--- config.mk ---
export PLATFORM = sky130hd
export DESIGN_NAME = array_binary_tree_traversal
export DESIGN_NICKNAME = d
export VERILOG_FILES = /design/src/hdl/abtt_pkg.sv /design/src/hdl/abtt_store.sv /design/src/hdl/array_binary_tree_traversal.sv
export SDC_FILE = /design/constraint.sdc
export NUM_CORES = 2
export LEC_CHECK = 0
export BUFFER_PORTS_ARGS = -buffer_cell sky130_fd_sc_hd__buf_4
export CAP_MARGIN = 30
export CORE_ASPECT_RATIO = 0.75
export CORE_UTILIZATION = 40
export CTS_BUF_LIST = sky130_fd_sc_hd__clkbuf_16
export CTS_CLUSTER_DIAMETER = 80
export DETAILED_ROUTE_END_ITERATION = 10
export PLACE_DENSITY = 0.56
export SETUP_SLACK_MARGIN = 0.15
export SYNTH_ARGS = -nofsm -noshare
export SYNTH_HDL_FRONTEND = slang
export SYNTH_HIERARCHICAL = 1
export SYNTH_SLANG_ARGS = --single-unit
--- constraint.sdc ---
create_clock -name clk_i -period 7 [get_ports clk_i]
set_clock_uncertainty 0.05 [all_clocks]
set_input_delay 0.35 -clock clk_i [delete_from_list [all_inputs] [get_ports clk_i]]
set_output_delay 0.35 -clock clk_i [all_outputs]
set_load 0.05 [all_outputs]
--- src/hdl/abtt_pkg.sv ---
`default_nettype none

package abtt_pkg;

  // default store depth and the result limit of one traversal
  localparam int CAPACITY_DEF = 64;
  localparam int MAX_OUT      = 64;
  localparam int OUT_CNT_W    = $clog2(MAX_OUT + 1);
  localparam int VALUE_W      = 32;

  typedef logic [OUT_CNT_W-1:0] out_cnt_t;
  typedef logic [VALUE_W-1:0]   value_t;

  localparam out_cnt_t OUT_LIMIT  = out_cnt_t'(MAX_OUT);
  // a stored -1 marks an absent node for the recursive orders
  localparam value_t   NODE_EMPTY = '1;

  typedef enum logic {
    OP_INSERT   = 1'b0,
    OP_TRAVERSE = 1'b1
  } op_e;

  typedef enum logic [1:0] {
    ORD_IN    = 2'd0,
    ORD_PRE   = 2'd1,
    ORD_POST  = 2'd2,
    ORD_ARRAY = 2'd3
  } order_e;

  typedef enum logic [1:0] {
    ST_INSERTED = 2'd0,
    ST_FULL     = 2'd1,
    ST_ITEM     = 2'd2,
    ST_EMPTY    = 2'd3
  } status_e;

  // progress of one node frame: before left, between children, after right
  typedef enum logic [1:0] {
    PH_DOWN = 2'd0,
    PH_MID  = 2'd1,
    PH_UP   = 2'd2
  } phase_e;

  typedef enum logic [2:0] {
    S_IDLE,
    S_ARR_RD,
    S_ARR_EMIT,
    S_WALK,
    S_FINISH
  } state_e;

endpackage

`default_nettype wire

--- src/hdl/abtt_store.sv ---
`default_nettype none

module abtt_store #(
  parameter int DEPTH = abtt_pkg::CAPACITY_DEF,
  parameter int AW    = 6
) (
  input  wire logic                 clk_i,
  input  wire logic                 wr_en_i,
  input  wire logic [AW-1:0]        wr_addr_i,
  input  wire abtt_pkg::value_t     wr_data_i,
  input  wire logic                 rd_en_i,
  input  wire logic [AW-1:0]        rd_addr_i,
  output abtt_pkg::value_t          rd_data_o
);
  import abtt_pkg::*;

  value_t mem_q [DEPTH];
  value_t rd_data_q;

  // node values, one write and one registered read port
  always_ff @(posedge clk_i) begin
    if (wr_en_i) begin
      mem_q[wr_addr_i] <= wr_data_i;
    end
    if (rd_en_i) begin
      rd_data_q <= mem_q[rd_addr_i];
    end
  end

  assign rd_data_o = rd_data_q;

endmodule

`default_nettype wire

--- src/hdl/array_binary_tree_traversal.sv ---
// Array-stored binary tree with ordered read-out.
// Input channel (in_valid_i / in_ready_o): one request carries operation_i,
// value_i and order_i. An insert appends value_i at the next free slot and
// gives one result (inserted, or full when all CAPACITY slots are used).
// A traverse gives the stored values in in-order, pre-order, post-order or
// array order, one result each, the final one flagged by last_o; a traversal
// that finds nothing gives a single empty-status result.
// Output channel (out_valid_o / out_ready_i) is fed from an output register.
// An insert's result is registered and is valid in the cycle after the insert
// is taken. A recursive traversal steps through each visited node in its phases
// before the left child, between the children and after the right child, and
// pops a node holding -1 without visiting it; array order reads each entry from
// node memory, then issues it. Results trail by one entry, since a value is held
// back until it is known whether another follows. At most 64 results per request.
// A new request is taken only after the previous one has issued its last
// result into the output register.
// Reset clears the node count, the walk state and the output valid flag; the
// node memory needs no clearing. When the receiver stalls, the walk holds
// in place as soon as the output register and the one-entry hold are full.
`default_nettype none

module array_binary_tree_traversal #(
  parameter int CAPACITY = abtt_pkg::CAPACITY_DEF
) (
  input  wire logic        clk_i,
  input  wire logic        rst_ni,
  input  wire logic        in_valid_i,
  output logic             in_ready_o,
  input  wire logic        operation_i,
  input  wire logic signed [31:0] value_i,
  input  wire logic [1:0]  order_i,
  output logic             out_valid_o,
  input  wire logic        out_ready_i,
  output logic signed [31:0] node_value_o,
  output logic [1:0]       status_o,
  output logic             last_o
);
  import abtt_pkg::*;

  localparam int IDX_W       = (CAPACITY > 1) ? $clog2(CAPACITY) : 1;
  localparam int CNT_W       = $clog2(CAPACITY + 1);
  localparam int CH_W        = IDX_W + 2;
  localparam int STACK_DEPTH = IDX_W;
  localparam int SP_W        = $clog2(STACK_DEPTH + 1);
  localparam int SP_IDX_W    = (STACK_DEPTH > 1) ? $clog2(STACK_DEPTH) : 1;

  state_e             state_q, state_d;
  logic [CNT_W-1:0]   count_q, count_d;
  logic [IDX_W-1:0]   top_idx_q, top_idx_d;
  phase_e             top_ph_q, top_ph_d;
  value_t             top_val_q, top_val_d;
  logic [SP_W-1:0]    sp_q, sp_d;
  order_e             ord_q, ord_d;
  out_cnt_t           n_q, n_d;
  logic               pend_valid_q, pend_valid_d;
  value_t             pend_val_q, pend_val_d;
  logic               out_valid_q;
  value_t             out_val_q;
  status_e            out_st_q;
  logic               out_last_q;

  // saved parent frames
  logic [IDX_W-1:0]   stk_idx_q [STACK_DEPTH];
  phase_e             stk_ph_q  [STACK_DEPTH];
  value_t             stk_val_q [STACK_DEPTH];

  logic               wr_en;
  logic [IDX_W-1:0]   wr_addr;
  logic               rd_en;
  logic [IDX_W-1:0]   rd_addr;
  value_t             rd_data;

  logic               out_free;
  logic               hold;
  logic               emit;
  value_t             emit_val;
  logic               push;
  logic               pop;
  phase_e             save_ph;
  value_t             save_val;
  logic [CH_W-1:0]    left_idx;
  logic [CH_W-1:0]    right_idx;
  logic [SP_W-1:0]    sp_dec;
  logic               out_load;
  value_t             out_val_n;
  status_e            out_st_n;
  logic               out_last_n;

  abtt_store #(
    .DEPTH (CAPACITY),
    .AW    (IDX_W)
  ) u_store (
    .clk_i     (clk_i),
    .wr_en_i   (wr_en),
    .wr_addr_i (wr_addr),
    .wr_data_i (value_t'(value_i)),
    .rd_en_i   (rd_en),
    .rd_addr_i (rd_addr),
    .rd_data_o (rd_data)
  );

  assign out_free  = !out_valid_q || out_ready_i;
  assign hold      = pend_valid_q && !out_free;
  assign left_idx  = {1'b0, top_idx_q, 1'b1};
  assign right_idx = {1'b0, top_idx_q, 1'b0} + CH_W'(2);
  assign sp_dec    = sp_q - 1'b1;

  // request sequencing, tree walk and result hand-over
  always_comb begin
    state_d      = state_q;
    count_d      = count_q;
    top_idx_d    = top_idx_q;
    top_ph_d     = top_ph_q;
    top_val_d    = top_val_q;
    sp_d         = sp_q;
    ord_d        = ord_q;
    n_d          = n_q;
    pend_valid_d = pend_valid_q;
    pend_val_d   = pend_val_q;
    in_ready_o   = 1'b0;
    wr_en        = 1'b0;
    wr_addr      = count_q[IDX_W-1:0];
    rd_en        = 1'b0;
    rd_addr      = top_idx_q;
    emit         = 1'b0;
    emit_val     = top_val_q;
    push         = 1'b0;
    pop          = 1'b0;
    save_ph      = top_ph_q;
    save_val     = top_val_q;
    out_load     = 1'b0;
    out_val_n    = '0;
    out_st_n     = ST_EMPTY;
    out_last_n   = 1'b1;

    unique case (state_q)
      S_IDLE: begin
        in_ready_o = out_free;
        if (in_valid_i && out_free) begin
          n_d = '0;
          if (op_e'(operation_i) == OP_INSERT) begin
            out_load = 1'b1;
            if (count_q < CNT_W'(CAPACITY)) begin
              wr_en    = 1'b1;
              count_d  = count_q + 1'b1;
              out_st_n = ST_INSERTED;
            end else begin
              out_st_n = ST_FULL;
            end
          end else begin
            ord_d     = order_e'(order_i);
            top_idx_d = '0;
            top_ph_d  = PH_DOWN;
            sp_d      = '0;
            if (count_q == '0) begin
              state_d = S_FINISH;
            end else if (order_e'(order_i) == ORD_ARRAY) begin
              state_d = S_ARR_RD;
            end else begin
              rd_en   = 1'b1;
              rd_addr = '0;
              state_d = S_WALK;
            end
          end
        end
      end

      S_ARR_RD: begin
        rd_en   = 1'b1;
        state_d = S_ARR_EMIT;
      end

      S_ARR_EMIT: begin
        if (!hold) begin
          emit     = 1'b1;
          emit_val = rd_data;
          if ((CNT_W'(top_idx_q) + 1'b1) == count_q || (n_q + 1'b1) == OUT_LIMIT) begin
            state_d = S_FINISH;
          end else begin
            top_idx_d = top_idx_q + 1'b1;
            state_d   = S_ARR_RD;
          end
        end
      end

      S_WALK: begin
        if (!hold) begin
          unique case (top_ph_q)
            PH_DOWN: begin
              if (rd_data == NODE_EMPTY) begin
                pop = 1'b1;
              end else begin
                emit      = (ord_q == ORD_PRE);
                emit_val  = rd_data;
                top_val_d = rd_data;
                top_ph_d  = PH_MID;
                save_ph   = PH_MID;
                save_val  = rd_data;
                if (left_idx < CH_W'(count_q)) begin
                  push    = 1'b1;
                  rd_addr = left_idx[IDX_W-1:0];
                end
              end
            end
            PH_MID: begin
              emit     = (ord_q == ORD_IN);
              top_ph_d = PH_UP;
              save_ph  = PH_UP;
              if (right_idx < CH_W'(count_q)) begin
                push    = 1'b1;
                rd_addr = right_idx[IDX_W-1:0];
              end
            end
            PH_UP: begin
              emit = (ord_q == ORD_POST);
              pop  = 1'b1;
            end
            default: begin
              pop = 1'b1;
            end
          endcase

          // descend: park the current frame, the child read is in flight
          if (push) begin
            rd_en     = 1'b1;
            sp_d      = sp_q + 1'b1;
            top_idx_d = rd_addr;
            top_ph_d  = PH_DOWN;
          end

          // ascend: the parent frame becomes the top again
          if (pop) begin
            if (sp_q == '0) begin
              state_d = S_FINISH;
            end else begin
              sp_d      = sp_dec;
              top_idx_d = stk_idx_q[sp_dec[SP_IDX_W-1:0]];
              top_ph_d  = stk_ph_q[sp_dec[SP_IDX_W-1:0]];
              top_val_d = stk_val_q[sp_dec[SP_IDX_W-1:0]];
            end
          end

          if (emit && (n_q + 1'b1) == OUT_LIMIT) begin
            state_d = S_FINISH;
          end
        end
      end

      S_FINISH: begin
        if (out_free) begin
          out_load     = 1'b1;
          out_last_n   = 1'b1;
          pend_valid_d = 1'b0;
          if (pend_valid_q) begin
            out_val_n = pend_val_q;
            out_st_n  = ST_ITEM;
          end else begin
            out_st_n = ST_EMPTY;
          end
          state_d = S_IDLE;
        end
      end

      default: begin
        state_d = S_IDLE;
      end
    endcase

    // a new value pushes the held one out; the final one waits for the close
    if (emit) begin
      if (pend_valid_q) begin
        out_load   = 1'b1;
        out_val_n  = pend_val_q;
        out_st_n   = ST_ITEM;
        out_last_n = 1'b0;
      end
      pend_valid_d = 1'b1;
      pend_val_d   = emit_val;
      n_d          = n_q + 1'b1;
    end
  end

  // control state
  always_ff @(posedge clk_i or negedge rst_ni) begin
    if (!rst_ni) begin
      state_q      <= S_IDLE;
      count_q      <= '0;
      sp_q         <= '0;
      n_q          <= '0;
      pend_valid_q <= 1'b0;
      out_valid_q  <= 1'b0;
    end else begin
      state_q      <= state_d;
      count_q      <= count_d;
      sp_q         <= sp_d;
      n_q          <= n_d;
      pend_valid_q <= pend_valid_d;
      if (out_load) begin
        out_valid_q <= 1'b1;
      end else if (out_ready_i) begin
        out_valid_q <= 1'b0;
      end
    end
  end

  // walk frame, held value and output payload
  always_ff @(posedge clk_i) begin
    top_idx_q  <= top_idx_d;
    top_ph_q   <= top_ph_d;
    top_val_q  <= top_val_d;
    ord_q      <= ord_d;
    pend_val_q <= pend_val_d;
    if (out_load) begin
      out_val_q  <= out_val_n;
      out_st_q   <= out_st_n;
      out_last_q <= out_last_n;
    end
    if (push) begin
      stk_idx_q[sp_q[SP_IDX_W-1:0]] <= top_idx_q;
      stk_ph_q[sp_q[SP_IDX_W-1:0]]  <= save_ph;
      stk_val_q[sp_q[SP_IDX_W-1:0]] <= save_val;
    end
  end

  assign out_valid_o  = out_valid_q;
  assign node_value_o = out_val_q;
  assign status_o     = out_st_q;
  assign last_o       = out_last_q;

`ifndef NO_ASSERTIONS
  // the frame stack never runs past the tree height
  a_stack_bound: assert property (@(posedge clk_i) disable iff (!rst_ni)
    sp_q <= SP_W'(STACK_DEPTH))
    else $error("frame stack overflow");

  // the store never holds more than its capacity
  a_count_bound: assert property (@(posedge clk_i) disable iff (!rst_ni)
    count_q <= CNT_W'(CAPACITY))
    else $error("node count beyond capacity");

  // no value is left held back when a new request may enter
  a_idle_clean: assert property (@(posedge clk_i) disable iff (!rst_ni)
    in_ready_o |-> !pend_valid_q)
    else $error("held value left over at idle");

  // only traversal items carry a node value
  a_value_zero: assert property (@(posedge clk_i) disable iff (!rst_ni)
    (out_valid_o && status_o != ST_ITEM) |-> node_value_o == '0)
    else $error("status result with nonzero value");

  // the result count of one request stays within the limit
  a_out_limit: assert property (@(posedge clk_i) disable iff (!rst_ni)
    n_q <= OUT_LIMIT)
    else $error("result limit exceeded");
`endif

endmodule

`default_nettype wire

==> flow_metrics.env <==
export IMPL_die_x_um=567.0
export IMPL_netlist_area_um2=95770
export IMPL_crit_cells=19
export IMPL_worstSetupStartpoint="top_idx_q[2]"
export IMPL_initial_core_util_pct=40.25
export IMPL_dpl_hpwl_um=151800
export IMPL_worst_pin_slew_ns=1.045
export IMPL_postRouteAntennaNets=0
export IMPL_crit_arrival_ns=7.12
export IMPL_grt_start_max_net_pins=76
export IMPL_antenna_found_initial=16
export IMPL_firstDrtPassIters=7
export IMPL_holdCritPathClass="primary input to flop"
export IMPL_gr_total_overflow=0
export IMPL_cp_endpoint="u_store/rd_data_o[1]"
export IMPL_cts_root_buf="clkbuf_16"
export IMPL_clk_latency_ns=0.89
export IMPL_grt_use_total_pct=21.09
export IMPL_rr_startpoint="top_idx_q[2]"
export IMPL_fp_row_count=155
export IMPL_setup_ws_ns=0.5041
export IMPL_multiInputGateArea_um2=21350
export IMPL_ff2ff_setup_slack_ns=0.50
export IMPL_max_stage_delay_ns=0.74
export IMPL_portBuffers=75
export IMPL_area_growth_pct=13.28
export IMPL_min_period_ns=6.496
export IMPL_post_cts_resized=0
export IMPL_cts_made_buffers=233
export IMPL_fillers=19863
export IMPL_ys_seq_elements=2451
export IMPL_crit_slowest_cell="edfxtp_1"
export IMPL_worstPathCellList="and3_1 -> nand3_1 -> xor2_1 -> inv_1 -> ha_1 -> and3_1 -> a221oi_2 -> nand4_1 -> a21bo_2 -> nand2_1 -> o2bb2ai_4 -> buf_12 -> buf_12 -> nor2b_4 -> buf_4 -> a22oi_1 -> nand3_1 -> nand2_1 -> a21oi_1"
export IMPL_wirelength_um=256700
export IMPL_yosysWarnings=6
export IMPL_fmax_mhz=153.9
export IMPL_setup_viol=0
export IMPL_rr_worst_depth=19
export IMPL_drive_gt1_share_pct=24.41
export IMPL_vias=48021
export IMPL_grt_util_met1_pct=33.04
export IMPL_met2_usage_pct=31.21
export IMPL_final_cell_mix="2429 x edfxtp_1, 486 x mux4_2, 268 x mux2i_1, 238 x clkbuf_16, 231 x buf_4"
export IMPL_p_leak_nw=33.93
export IMPL_avgSynthCellArea_um2=20.96
export IMPL_grt_first_pass_wirelength_um=363400
export IMPL_final_cells=8156
export IMPL_crit_path_max_fanout=33
export IMPL_start_kind="flop"
export IMPL_setup_worst_path_end_class="flop"
export IMPL_post_route_period_util_pct=92.80
export IMPL_final_nets=4896
export IMPL_seq_area_um2=73490
export IMPL_die_height_um=425.8
export IMPL_crit_buf_inv=4
export IMPL_design_power_total_mw=47.78
export IMPL_slew_headroom_pct=30.18
export IMPL_gp_congestion=0.8215
export IMPL_async_reset_ff_share_pct=0.8976
export IMPL_use_met3_pct=3.296
export IMPL_cts_htree_levels=4
export IMPL_synth_nets=4628
export IMPL_synthCells=4570
export IMPL_path_clk_slew_ns=0.07
export IMPL_synth_edf_count=2429
export IMPL_wl_per_cell_um=31.47
export IMPL_ir_drop_v=0.0002860
export IMPL_core_area_um2=238000
export IMPL_status="complete, no violations"
export IMPL_grt_pass1_vias=47481
export IMPL_ys_flop_type="edfxtp_1"
export IMPL_avgViaCountPerCell=5.888
export IMPL_rsz0062_at_grt="false"
export IMPL_dr_first_iter_drc_count=5410
export IMPL_synth_cell_types=79
export IMPL_crit_family="simple AND/OR/NAND/NOR gates"
export IMPL_fin_setup_tns_ns=0
export IMPL_io_pins=76
export IMPL_hold_viol=0
export IMPL_drc=0
export IMPL_dieArea_um2=241400
export IMPL_layout_commonest_cell="edfxtp_1"
export IMPL_synth_seq_area_share_pct=76.73
export IMPL_cts_tree="done"
export IMPL_drv_slew=0
export IMPL_drv_cap=0
export IMPL_r2r_end="u_store/rd_data_o[1]"
export IMPL_required_ns=7.62
export IMPL_dp_cells=7708
export IMPL_dp_slack_ns=0.6515
export IMPL_cts_sinks=2451
export IMPL_worst_setup_path_type="flop to flop"
export IMPL_cts_buffer_depth=4
export IMPL_power_density_nw_per_um2=440.4
export IMPL_grt_busiest_layer="met1"
==> final cells by class <==
cell class                 instances  share of cell area, %
sequential                      2451                  67.74
multi-input combinational       1835                  19.68
clock buffer                     238                  5.490
tap                             3140                  3.621
timing repair buffer             294                  2.488
clock inverter                   170                 0.8880
inverter                          23                0.07958
antenna                            5                0.01153
==> cell usage after synthesis (14+ instances only) <==
cell         n  area, um^2
nor2b_1     22       137.6
edfxtp_1  2429       72940
a211oi_1    56       420.4
mux2i_1    268        2683
dfrtp_1     22       550.5
nor3_1      14       70.07
a22oi_1    130       975.9
inv_1       21       78.83
nand3_1     67       335.3
buf_1       14       52.55
mux2_2      64       720.7
o211ai_1    15       112.6
o221ai_1    17       148.9
o21ai_0     63       315.3
nand2_1     87       326.6
buf_4       29       217.7
buf_2       74       370.4
ha_1        19       237.7
buf_6       31       349.1
a31oi_1     23       143.9
clkbuf_1   104       390.4
a21oi_1     72       360.4
o22ai_1     49       306.5
and2_1      37       231.5
nor2_1     142       533.0
nand2b_1    18       112.6
mux4_2     486       10950
==> worst min-delay path by stage <==
stage | startpoint | endpoint | slack (ns) | cells past startpoint
6_report | value_i[17] | u_store/mem_q[55][17] | 0.009 | 1
4_1_cts | value_i[11] | u_store/mem_q[21][11] | 0.001 | 1
2_1_floorplan | rst_ni | count_q[0] | 0.004 | 0
5_1_grt | value_i[11] | u_store/mem_q[0][11] | 0.02 | 1
3_5_place_dp | rst_ni | count_q[3] | 0.24 | 1
3_3_place_gp | rst_ni | count_q[5] | 0.23 | 1
==> cell families after synthesis <==
kind of cell             after synthesis  share of synthesized area (%)
buffers and inverters                284                          1.677
adder cells (fa/ha/maj)               19                         0.2482
flip-flops                          2451                          76.73
multiplexers                         818                          14.98
AND/OR/NAND/NOR                      459                          2.397
XOR/XNOR                              17                         0.1555
AO/OA/AOI/OAI                        522                          3.807
==> stage by stage <==
| step | util [%] | area (um^2) | hold slack [ns] |
|---|---|---|---|
| after floorplan | - | 95780 | 0.004409 |
| after detailed placement | 42.51 | 101200 | 0.2400 |
| after global placement | 42.47 | 101100 | 0.2342 |
| after CTS | 45.56 | 108400 | 0.001266 |
| after global routing | 45.59 | 108500 | 0.02474 |
| final | 45.59 | 108500 | 0.009359 |
==> flip-flops by register name, indices dropped and copies added (netlist names) <==
name,count
status_o,2
pend_val_q,32
pend_valid_q,1
u_store/mem_q,2048
stk_ph_q,12
out_valid_o,1
top_ph_q,2
count_q,7
stk_idx_q,36
stk_val_q,192
sp_q,3
node_value_o,32
state_q,3
last_o,1
top_idx_q,6
ord_q,2
top_val_q,32
n_q,7
u_store/rd_data_o,32
==> timing repair <==
item / CTS / global route
hold buffers: 32 / 0
endpoints found under the hold margin: 641 / 0
endpoints found under the setup margin: 0 / 0
buffers inserted: 0 / 0
==> metal layers <==
layer | wire (um) | share of wire (%) | up-vias
li1 | - | - | 19702
met1 | 119900 | 47 | 26136
met2 | 113600 | 44 | 1884
met3 | 18860 | 7.3 | 297
met4 | 4376 | 1.7 | 2
met5 | 11 | 0.0043 | -
==> where the power goes <==
part | internal (mW) | switching [mW]
logic | 7.31 | 10.7
clock network | 6.39 | 5.37
registers | 17.3 | 0.741
total | 31.0 | 16.8
(Power assumes the default switching activity.)
